File: src/design/mcrb_pkg.sv
// Package with the word map, reset values, write masks and shared types of the register bank.
package mcrb_pkg;

  localparam int unsigned WindowBytesDefault = 16384;
  localparam int unsigned OffsetWidth        = 14;
  localparam int unsigned SizeWidth          = 4;
  localparam int unsigned DataWidth          = 32;
  localparam int unsigned WordWidth          = 5;

  localparam logic [SizeWidth-1:0] ACCESS_WORD_BYTES = 4'd4;

  // Word indexes within the window.
  localparam logic [WordWidth-1:0] WORD_SDRAM_CFG    = 5'd0;
  localparam logic [WordWidth-1:0] WORD_REFRESH_CFG  = 5'd1;
  localparam logic [WordWidth-1:0] WORD_STATIC_TIM0  = 5'd2;
  localparam logic [WordWidth-1:0] WORD_STATIC_TIM1  = 5'd3;
  localparam logic [WordWidth-1:0] WORD_STATIC_TIM2  = 5'd4;
  localparam logic [WordWidth-1:0] WORD_EXP_CFG      = 5'd5;
  localparam logic [WordWidth-1:0] WORD_SYNC_STATIC  = 5'd7;
  localparam logic [WordWidth-1:0] WORD_UNDOC        = 5'd8;
  localparam logic [WordWidth-1:0] WORD_SYNC_MODE    = 5'd9;
  localparam logic [WordWidth-1:0] WORD_CARD_TIM0    = 5'd10;
  localparam logic [WordWidth-1:0] WORD_CARD_TIM1    = 5'd11;
  localparam logic [WordWidth-1:0] WORD_CARD_TIM2    = 5'd12;
  localparam logic [WordWidth-1:0] WORD_CARD_TIM3    = 5'd13;
  localparam logic [WordWidth-1:0] WORD_CARD_TIM4    = 5'd14;
  localparam logic [WordWidth-1:0] WORD_CARD_TIM5    = 5'd15;
  localparam logic [WordWidth-1:0] WORD_MODE         = 5'd16;
  localparam logic [WordWidth-1:0] WORD_BOOT         = 5'd17;
  localparam logic [WordWidth-1:0] WORD_ARBITER      = 5'd18;
  localparam logic [WordWidth-1:0] WORD_BUF_STR0     = 5'd19;
  localparam logic [WordWidth-1:0] WORD_BUF_STR1     = 5'd20;
  localparam logic [WordWidth-1:0] WORD_LCD_BUF_STR  = 5'd21;
  localparam logic [WordWidth-1:0] WORD_LOW_PWR_MODE = 5'd22;
  localparam logic [WordWidth-1:0] WORD_BUF_STR2     = 5'd23;
  localparam logic [WordWidth-1:0] WORD_BUF_STR3     = 5'd24;
  localparam logic [WordWidth-1:0] WORD_COMPANION    = 5'd25;

  localparam int unsigned LcdWidth  = 4;
  localparam int unsigned CompWidth = 14;

  localparam logic [DataWidth-1:0] BOOT_WORD_VALUE = 32'd9;
  localparam logic [DataWidth-1:0] ARB_WRITE_MASK  = 32'hff80_0fff;
  localparam logic [LcdWidth-1:0]  LCD_WRITE_MASK  = 4'hf;
  localparam logic [CompWidth-1:0] COMP_WRITE_MASK = 14'h313f;

  localparam logic [DataWidth-1:0] SDRAM_CFG_RESET   = 32'h0b00_0b00;
  localparam logic [DataWidth-1:0] REFRESH_CFG_RESET = 32'h23ca_4fff;
  localparam logic [DataWidth-1:0] STATIC_TIM_RESET  = 32'h7ff0_7ff0;
  localparam logic [DataWidth-1:0] SYNC_STATIC_RESET = 32'h4004_4004;
  localparam logic [DataWidth-1:0] MODE_RESET        = 32'h0022_0022;
  localparam logic [DataWidth-1:0] ARBITER_RESET     = 32'h0080_0234;
  localparam logic [DataWidth-1:0] BUF_STR_RESET     = 32'h5555_5555;
  localparam logic [LcdWidth-1:0]  LCD_BUF_STR_RESET = 4'd5;

  // Result of decoding one access.
  typedef struct packed {
    logic                 ok;
    logic                 wr_en;
    logic [WordWidth-1:0] word;
  } dec_t;

endpackage

File: src/design/mcrb_decode.sv
// Access decoder: checks size, window and word map, and picks the target word.
module mcrb_decode
  import mcrb_pkg::*;
#(
  parameter int unsigned WINDOW_BYTES = WindowBytesDefault
) (
  input  logic                   func,
  input  logic [OffsetWidth-1:0] byte_offset,
  input  logic [SizeWidth-1:0]   access_bytes,
  input  logic                   gen2,
  output dec_t                   dec
);

  localparam logic [OffsetWidth+2:0] WindowLimit = (OffsetWidth + 3)'(WINDOW_BYTES);

  logic                 in_window;
  logic                 high_zero;
  logic [WordWidth-1:0] word;
  logic                 mapped;

  assign in_window = ({3'b000, byte_offset} < WindowLimit) &&
                     (access_bytes == ACCESS_WORD_BYTES);
  assign word      = byte_offset[WordWidth+1:2];
  // Every mapped word lies in the first 32 words of the window.
  assign high_zero = (byte_offset[OffsetWidth-1:WordWidth+2] == '0);

  always_comb begin
    mapped = 1'b0;
    if (word inside {WORD_SDRAM_CFG, WORD_REFRESH_CFG, WORD_STATIC_TIM0,
                     WORD_STATIC_TIM1, WORD_STATIC_TIM2, WORD_EXP_CFG,
                     WORD_SYNC_STATIC, [WORD_CARD_TIM0:WORD_CARD_TIM5],
                     WORD_MODE, WORD_LOW_PWR_MODE, WORD_COMPANION}) begin
      mapped = 1'b1;
    end else if (word inside {WORD_UNDOC, WORD_ARBITER, WORD_BUF_STR0, WORD_BUF_STR1,
                              WORD_LCD_BUF_STR, WORD_BUF_STR2, WORD_BUF_STR3}) begin
      mapped = gen2;
    end else if (word == WORD_SYNC_MODE) begin
      mapped = !gen2;
    end else if (word == WORD_BOOT) begin
      // The boot word is read-only; a write to it is a bus error.
      mapped = !func;
    end
  end

  assign dec.ok    = in_window && high_zero && mapped;
  assign dec.wr_en = in_window && high_zero && mapped && func;
  assign dec.word  = word;

endmodule

File: src/design/mcrb_regfile.sv
// Storage of the controller words with masked writes and a read multiplexer.
module mcrb_regfile
  import mcrb_pkg::*;
(
  input  logic                 clk,
  input  logic                 rst_n,
  input  logic                 wr_en,
  input  logic [WordWidth-1:0] word,
  input  logic [DataWidth-1:0] wr_data,
  output logic [DataWidth-1:0] rd_data
);

  logic [DataWidth-1:0] sdram_cfg_r;
  logic [DataWidth-1:0] refresh_cfg_r;
  logic [DataWidth-1:0] static_tim0_r;
  logic [DataWidth-1:0] static_tim1_r;
  logic [DataWidth-1:0] static_tim2_r;
  logic [DataWidth-1:0] exp_cfg_r;
  logic [DataWidth-1:0] sync_static_r;
  logic [DataWidth-1:0] undoc_r;
  logic [DataWidth-1:0] sync_mode_r;
  logic [DataWidth-1:0] card_tim0_r;
  logic [DataWidth-1:0] card_tim1_r;
  logic [DataWidth-1:0] card_tim2_r;
  logic [DataWidth-1:0] card_tim3_r;
  logic [DataWidth-1:0] card_tim4_r;
  logic [DataWidth-1:0] card_tim5_r;
  logic [DataWidth-1:0] mode_r;
  logic [DataWidth-1:0] arbiter_r;
  logic [DataWidth-1:0] buf_str0_r;
  logic [DataWidth-1:0] buf_str1_r;
  logic [DataWidth-1:0] buf_str2_r;
  logic [DataWidth-1:0] buf_str3_r;
  logic [LcdWidth-1:0]  lcd_buf_str_r;
  logic [DataWidth-1:0] low_pwr_mode_r;
  logic [CompWidth-1:0] companion_r;

  always_ff @(posedge clk) begin
    if (!rst_n) begin
      sdram_cfg_r    <= SDRAM_CFG_RESET;
      refresh_cfg_r  <= REFRESH_CFG_RESET;
      static_tim0_r  <= STATIC_TIM_RESET;
      static_tim1_r  <= STATIC_TIM_RESET;
      static_tim2_r  <= STATIC_TIM_RESET;
      exp_cfg_r      <= '0;
      sync_static_r  <= SYNC_STATIC_RESET;
      undoc_r        <= '0;
      sync_mode_r    <= '0;
      card_tim0_r    <= '0;
      card_tim1_r    <= '0;
      card_tim2_r    <= '0;
      card_tim3_r    <= '0;
      card_tim4_r    <= '0;
      card_tim5_r    <= '0;
      mode_r         <= MODE_RESET;
      arbiter_r      <= ARBITER_RESET;
      buf_str0_r     <= BUF_STR_RESET;
      buf_str1_r     <= BUF_STR_RESET;
      buf_str2_r     <= BUF_STR_RESET;
      buf_str3_r     <= BUF_STR_RESET;
      lcd_buf_str_r  <= LCD_BUF_STR_RESET;
      low_pwr_mode_r <= '0;
      companion_r    <= '0;
    end else if (wr_en) begin
      case (word)
        WORD_SDRAM_CFG:    sdram_cfg_r    <= wr_data;
        WORD_REFRESH_CFG:  refresh_cfg_r  <= wr_data;
        WORD_STATIC_TIM0:  static_tim0_r  <= wr_data;
        WORD_STATIC_TIM1:  static_tim1_r  <= wr_data;
        WORD_STATIC_TIM2:  static_tim2_r  <= wr_data;
        WORD_EXP_CFG:      exp_cfg_r      <= wr_data;
        WORD_SYNC_STATIC:  sync_static_r  <= wr_data;
        WORD_UNDOC:        undoc_r        <= wr_data;
        WORD_SYNC_MODE:    sync_mode_r    <= wr_data;
        WORD_CARD_TIM0:    card_tim0_r    <= wr_data;
        WORD_CARD_TIM1:    card_tim1_r    <= wr_data;
        WORD_CARD_TIM2:    card_tim2_r    <= wr_data;
        WORD_CARD_TIM3:    card_tim3_r    <= wr_data;
        WORD_CARD_TIM4:    card_tim4_r    <= wr_data;
        WORD_CARD_TIM5:    card_tim5_r    <= wr_data;
        WORD_MODE:         mode_r         <= wr_data;
        WORD_ARBITER:      arbiter_r      <= wr_data & ARB_WRITE_MASK;
        WORD_BUF_STR0:     buf_str0_r     <= wr_data;
        WORD_BUF_STR1:     buf_str1_r     <= wr_data;
        WORD_LCD_BUF_STR:  lcd_buf_str_r  <= wr_data[LcdWidth-1:0] & LCD_WRITE_MASK;
        WORD_LOW_PWR_MODE: low_pwr_mode_r <= wr_data;
        WORD_BUF_STR2:     buf_str2_r     <= wr_data;
        WORD_BUF_STR3:     buf_str3_r     <= wr_data;
        WORD_COMPANION:    companion_r    <= wr_data[CompWidth-1:0] & COMP_WRITE_MASK;
        default: ;
      endcase
    end
  end

  always_comb begin
    case (word)
      WORD_SDRAM_CFG:    rd_data = sdram_cfg_r;
      WORD_REFRESH_CFG:  rd_data = refresh_cfg_r;
      WORD_STATIC_TIM0:  rd_data = static_tim0_r;
      WORD_STATIC_TIM1:  rd_data = static_tim1_r;
      WORD_STATIC_TIM2:  rd_data = static_tim2_r;
      WORD_EXP_CFG:      rd_data = exp_cfg_r;
      WORD_SYNC_STATIC:  rd_data = sync_static_r;
      WORD_UNDOC:        rd_data = undoc_r;
      WORD_SYNC_MODE:    rd_data = sync_mode_r;
      WORD_CARD_TIM0:    rd_data = card_tim0_r;
      WORD_CARD_TIM1:    rd_data = card_tim1_r;
      WORD_CARD_TIM2:    rd_data = card_tim2_r;
      WORD_CARD_TIM3:    rd_data = card_tim3_r;
      WORD_CARD_TIM4:    rd_data = card_tim4_r;
      WORD_CARD_TIM5:    rd_data = card_tim5_r;
      WORD_MODE:         rd_data = mode_r;
      WORD_BOOT:         rd_data = BOOT_WORD_VALUE;
      WORD_ARBITER:      rd_data = arbiter_r;
      WORD_BUF_STR0:     rd_data = buf_str0_r;
      WORD_BUF_STR1:     rd_data = buf_str1_r;
      WORD_LCD_BUF_STR:  rd_data = {{(DataWidth-LcdWidth){1'b0}}, lcd_buf_str_r};
      WORD_LOW_PWR_MODE: rd_data = low_pwr_mode_r;
      WORD_BUF_STR2:     rd_data = buf_str2_r;
      WORD_BUF_STR3:     rd_data = buf_str3_r;
      WORD_COMPANION:    rd_data = {{(DataWidth-CompWidth){1'b0}}, companion_r};
      default:           rd_data = '0;
    endcase
  end

endmodule

File: src/design/memory_controller_register_bank.sv
// Top level of the memory controller register bank: access register, decode, result register.
//
//   channel  direction  handshake          payload
//   in_      input      in_valid/in_stall  in_func, in_byte_offset, in_access_bytes,
//                                          in_write_data
//   out_     output     out_valid/out_stall out_read_data, out_ok
//   cfg_     input      cfg_wr_en          cfg_wr_data (soc_is_gen2)
//
// An access is captured in the access register, then decoded and carried out against the
// register file, and its result is held in the result register, from which it is offered;
// one access per cycle is sustained while the output does not stall.
// The rate is set by the combinational decode and read multiplexer between the two registers.
// Reset is synchronous and active low; it restores every word to its reset value.
// A stalled result holds the access register, which then stalls the input.
module memory_controller_register_bank
  import mcrb_pkg::*;
#(
  parameter int unsigned WINDOW_BYTES = WindowBytesDefault
) (
  input  logic                   clk,
  input  logic                   rst_n,
  input  logic                   in_valid,
  output logic                   in_stall,
  input  logic                   in_func,
  input  logic [OffsetWidth-1:0] in_byte_offset,
  input  logic [SizeWidth-1:0]   in_access_bytes,
  input  logic [DataWidth-1:0]   in_write_data,
  output logic                   out_valid,
  input  logic                   out_stall,
  output logic [DataWidth-1:0]   out_read_data,
  output logic                   out_ok,
  input  logic                   cfg_wr_en,
  input  logic                   cfg_wr_data
);

  logic                   gen2_r;
  logic                   s1_valid_r;
  logic                   s1_func_r;
  logic [OffsetWidth-1:0] s1_offset_r;
  logic [SizeWidth-1:0]   s1_size_r;
  logic [DataWidth-1:0]   s1_wdata_r;
  logic                   out_valid_r;
  logic [DataWidth-1:0]   out_data_r;
  logic                   out_ok_r;

  logic                   advance;
  logic                   in_take;
  dec_t                   dec;
  logic [DataWidth-1:0]   rd_data;

  assign advance  = s1_valid_r && (!out_valid_r || !out_stall);
  assign in_stall = s1_valid_r && !advance;
  assign in_take  = in_valid && !in_stall;

  always_ff @(posedge clk) begin
    if (!rst_n) begin
      gen2_r <= 1'b0;
    end else if (cfg_wr_en) begin
      gen2_r <= cfg_wr_data;
    end
  end

  always_ff @(posedge clk) begin
    if (!rst_n) begin
      s1_valid_r  <= 1'b0;
      out_valid_r <= 1'b0;
    end else begin
      s1_valid_r  <= in_take || (s1_valid_r && !advance);
      out_valid_r <= advance || (out_valid_r && out_stall);
    end
  end

  always_ff @(posedge clk) begin
    if (in_take) begin
      s1_func_r   <= in_func;
      s1_offset_r <= in_byte_offset;
      s1_size_r   <= in_access_bytes;
      s1_wdata_r  <= in_write_data;
    end
  end

  mcrb_decode #(
    .WINDOW_BYTES(WINDOW_BYTES)
  ) u_decode (
    .func         (s1_func_r),
    .byte_offset  (s1_offset_r),
    .access_bytes (s1_size_r),
    .gen2         (gen2_r),
    .dec          (dec)
  );

  mcrb_regfile u_regfile (
    .clk     (clk),
    .rst_n   (rst_n),
    .wr_en   (dec.wr_en && advance),
    .word    (dec.word),
    .wr_data (s1_wdata_r),
    .rd_data (rd_data)
  );

  // Read data is returned only on a successful read; writes and errors give zero.
  always_ff @(posedge clk) begin
    if (advance) begin
      out_data_r <= (dec.ok && !s1_func_r) ? rd_data : '0;
      out_ok_r   <= dec.ok;
    end
  end

  assign out_valid     = out_valid_r;
  assign out_read_data = out_data_r;
  assign out_ok        = out_ok_r;

  a_err_no_data: assert property (@(posedge clk) disable iff (!rst_n)
    (out_valid_r && !out_ok_r) |-> (out_data_r == '0))
    else $error("bus error result carries read data");

  a_stall_only_full: assert property (@(posedge clk) disable iff (!rst_n)
    in_stall |-> (s1_valid_r && out_valid_r))
    else $error("input stalled while the pipeline has room");

  a_advance_fills_out: assert property (@(posedge clk) disable iff (!rst_n)
    advance |=> out_valid_r)
    else $error("advanced access produced no result");

  a_write_only_ok: assert property (@(posedge clk) disable iff (!rst_n)
    dec.wr_en |-> (dec.ok && s1_func_r && dec.word != WORD_BOOT))
    else $error("write enable on a rejected access");

endmodule

File: config.mk
export PLATFORM = sky130hd
export DESIGN_NAME = memory_controller_register_bank
export DESIGN_NICKNAME = d
export VERILOG_FILES = /design/src/design/mcrb_pkg.sv /design/src/design/mcrb_decode.sv /design/src/design/mcrb_regfile.sv /design/src/design/memory_controller_register_bank.sv
export SDC_FILE = /design/constraint.sdc
export NUM_CORES = 2
export LEC_CHECK = 0
export BUFFER_PORTS_ARGS = -buffer_cell sky130_fd_sc_hd__buf_2
export CAP_MARGIN = 20
export CORE_ASPECT_RATIO = 2
export CORE_UTILIZATION = 35
export CTS_BUF_LIST = sky130_fd_sc_hd__clkbuf_2 sky130_fd_sc_hd__clkbuf_4 sky130_fd_sc_hd__clkbuf_8
export DETAILED_ROUTE_END_ITERATION = 8
export PLACE_DENSITY = 0.55
export SLEW_MARGIN = 25
export SYNTH_ARGS = -nofsm -noshare
export SYNTH_HDL_FRONTEND = slang
export SYNTH_SLANG_ARGS = --single-unit
File: constraint.sdc
create_clock -name clk -period 5.1 [get_ports clk]
set_input_delay 1.02 -clock clk [delete_from_list [all_inputs] [get_ports clk]]
set_output_delay 1.02 -clock clk [all_outputs]
set_load 0.005 [all_outputs]
==> results.tsv <==
stage	metric	value	unit
run_status	status	finished, violations left	
run_status	violations	design-rule violations	
floorplan	dieWidth	220	um
timing	maxSlewHeadroom	23.6	%
final_layout	syn_to_final_growth	12.8	%
logic_synthesis	synthCells	3764	
final_layout	drive_above_1_share	12.8	%
logic_synthesis	synthesis.area	33200	um2
pwr	power.leakage	14.0	nW
timing	tightest_slew	1.15	ns
timing	fin_crit_sh	79.5	%
grt	first_global_vias	28300	
grt	grt_pass1_wl	199000	um
final_layout	mostFrequentLayoutCell	nand2_1	
floorplan	core	93900	um2
cts	cts_tree	built	
hold_path	hold_class	in -> reg	
timing	finalCriticalPeriod	4.05	ns
setup_path	crit_type	reg -> reg	
cts	cts_setup_buffers	0	
routing	wl_per_cell	27.8	um
timing	fin_skew	0.0458	ns
logic_synthesis	syn_nets	3821	
timing	max_freq	0.247	GHz
routing	firstDrtPassIters	9	
cts	clk_latency	0.80	ns
final_layout	nets	3794	
grt	antenna_found_initial	2	
floorplan	num_io_pins	92	
routing	drt-initial-drc-count	2657	
placed_design	gp_congestion	0.879	
hold_path	holdCritStartpoint	in_write_data[10]	
cts	clk_pin_slew	0.07	ns
routing	num_vias	29000	
routing	remaining_drc_errors	10	
grt	grt-ovfl-total	0	
cts	cts_resized	0	
timing	setup_ws	1.05	ns
placed_design	dpl_worst_slack	1.30	ns
setup_path	worst_setup_path_start_kind	flop	
setup_path	startpoint	s1_offset_r[4]	
logic_synthesis	synth.avg_cell_area	8.83	um2
grt	grt_max_degree	110	
final_layout	mostFrequentLayoutCells	1,167 x nand2_1, 709 x dfxtp_1, 318 x a21boi_0, 253 x a22oi_1, 199 x mux2i_1	
pwr	ir_drop	0.194	mV
grt	grt_use_total	28.8	%
floorplan	fp.dieH	438	um
pwr	pwr_density_cell	327	nW/um2
timing	slew_violations	0	
timing	hold_violations	0	
logic_synthesis	ys_types	60	
floorplan	start_util	35.4	%
cts	clock_path_buffers	3	
job	drv_cap	0	
floorplan	num_rows	159	
logic_synthesis	synth_edf_count	82	
cts	cts_buffers	109	
cts	cts_max_level	3	
logic_synthesis	synth-seq-cells	791	
setup_path	crit_arrival	4.63	ns
placed_design	port_buffers	89	
setup_path	cp_max_fo	19	
routing	viasPerCell	5.75	
logic_synthesis	yosysWarnings	0	
timing	grt_setup_unrepaired	no	
logic_synthesis	ys_async_sr_fraction	0	%
timing	fin_tns_setup	0	ns
cts	cts-root-buf	clkbuf_8	
placed_design	detailed_place_hpwl	81900	um
timing	setup-violations-final	0	
setup_path	r2r-start	s1_offset_r[4]	
routing	wl	140000	um
setup_path	end_kind	flop	
cts	cts_hold_buf	0	
logic_synthesis	yosysSeqAreaShare	50.1	%
final_layout	n_fill_cell	9464	
floorplan	die_area	96200	um2
logic_synthesis	ys.flop_type	dfxtp_1	
routing	ant_nets	0	
cts	cts.sinks	791	
setup_path	cp.required	5.68	ns
-- where the power goes --
group | total (mW) | internal (mW) | switching (mW)
Clock | 5.38 | 2.76 | 2.61
Combinational | 0.462 | 0.151 | 0.311
Sequential | 6.42 | 6.31 | 0.107
-- Yosys cell counts (all sizes together), types with 2 or more instances --
master,number,area share (%)
nand2,1183,13
dfxtp,709,43
a21boi,381,8.6
a22oi,253,5.7
clkbuf,227,2.6
mux2i,199,6.0
nand3,158,2.4
buf,135,2.4
nor2b,100,1.9
edfxtp,82,7.4
nor2,45,0.56
o21ai,40,0.60
nor3,34,0.82
a221oi,31,0.82
nand4,28,0.53
and3,23,0.45
a31oi,21,0.40
a22o,20,0.53
a21oi,17,0.27
a222oi,14,0.42
a41oi,7,0.18
nand2b,7,0.15
nor4,7,0.13
a32oi,6,0.16
and2,5,0.094
o31ai,5,0.11
inv,4,0.045
a32o,3,0.090
nand3b,3,0.079
or2,2,0.038
-- logic make-up (layout without fill, tap and decap cells) --
family | count (synthesis) | count (layout) | share of synthesized area, %
AO/OA/AOI/OAI | 807 | 807 | 18.1
buffers and inverters | 366 | 432 | 5.03
flip-flops | 791 | 791 | 50.1
multiplexers | 199 | 199 | 6.00
other | 0 | 1 | 0
AND/OR/NAND/NOR | 1601 | 1601 | 20.7
-- critical path: stages, from the launching register on --
cell	delay [ns]
edfxtp_1	0.93
nor2b_1	0.79
and3_2	1.00
buf_4	0.46
a22oi_1	0.15
nand4_1	0.12
nor3_1	0.08
a31oi_1	0.29
-- layer usage --
metal | vias to the layer above | global-route usage (%) | routed length [um]
li1 | 12900 | - | -
met2 | 1361 | 50.2 | 69900
met3 | 478 | 4.63 | 10100
met5 | - | 0 | 12
met1 | 14300 | 32.0 | 50200
met4 | 2 | 18.4 | 9560
-- path summary, 6_finish.rpt --
path                                                  end  slack, ns  cells past startpoint
worst min-delay path                       s1_wdata_r[10]       0.39                      1
worst min register to register  u_regfile.card_tim5_r[12]       0.45                      2
worst max-delay path                     out_read_data[2]       1.05                      7
worst max register to register           out_read_data[2]       1.05                      7
-- per-stage QoR --
step	power, mW	instances	util [%]	hold WS [ns]	instance area (um2)
2_1_floorplan	6.78	3764	-	0.434	33200
6_report	12.3	5038	39.9	0.394	37500
5_1_grt	12.6	5038	39.9	0.363	37500
4_1_cts	12.3	5037	39.9	0.333	37500
3_5_place_dp	7.01	4833	37.4	0.446	35100
3_3_place_gp	7.02	4833	37.4	0.440	35100
-- area by class of cell --
class,instances,area (um2),share of cell area (%)
clock buffers,167,2070,5.53
clock inverters,37,284,0.758
repair buffers,224,1760,4.69
diodes,1,2.50,0.00668
well taps,1207,1510,4.03
inverters,4,15.0,0.0401
flip-flops and latches,791,16700,44.4
multi-input cells,2607,15200,40.5
Power figures use the tool's default switching activity.
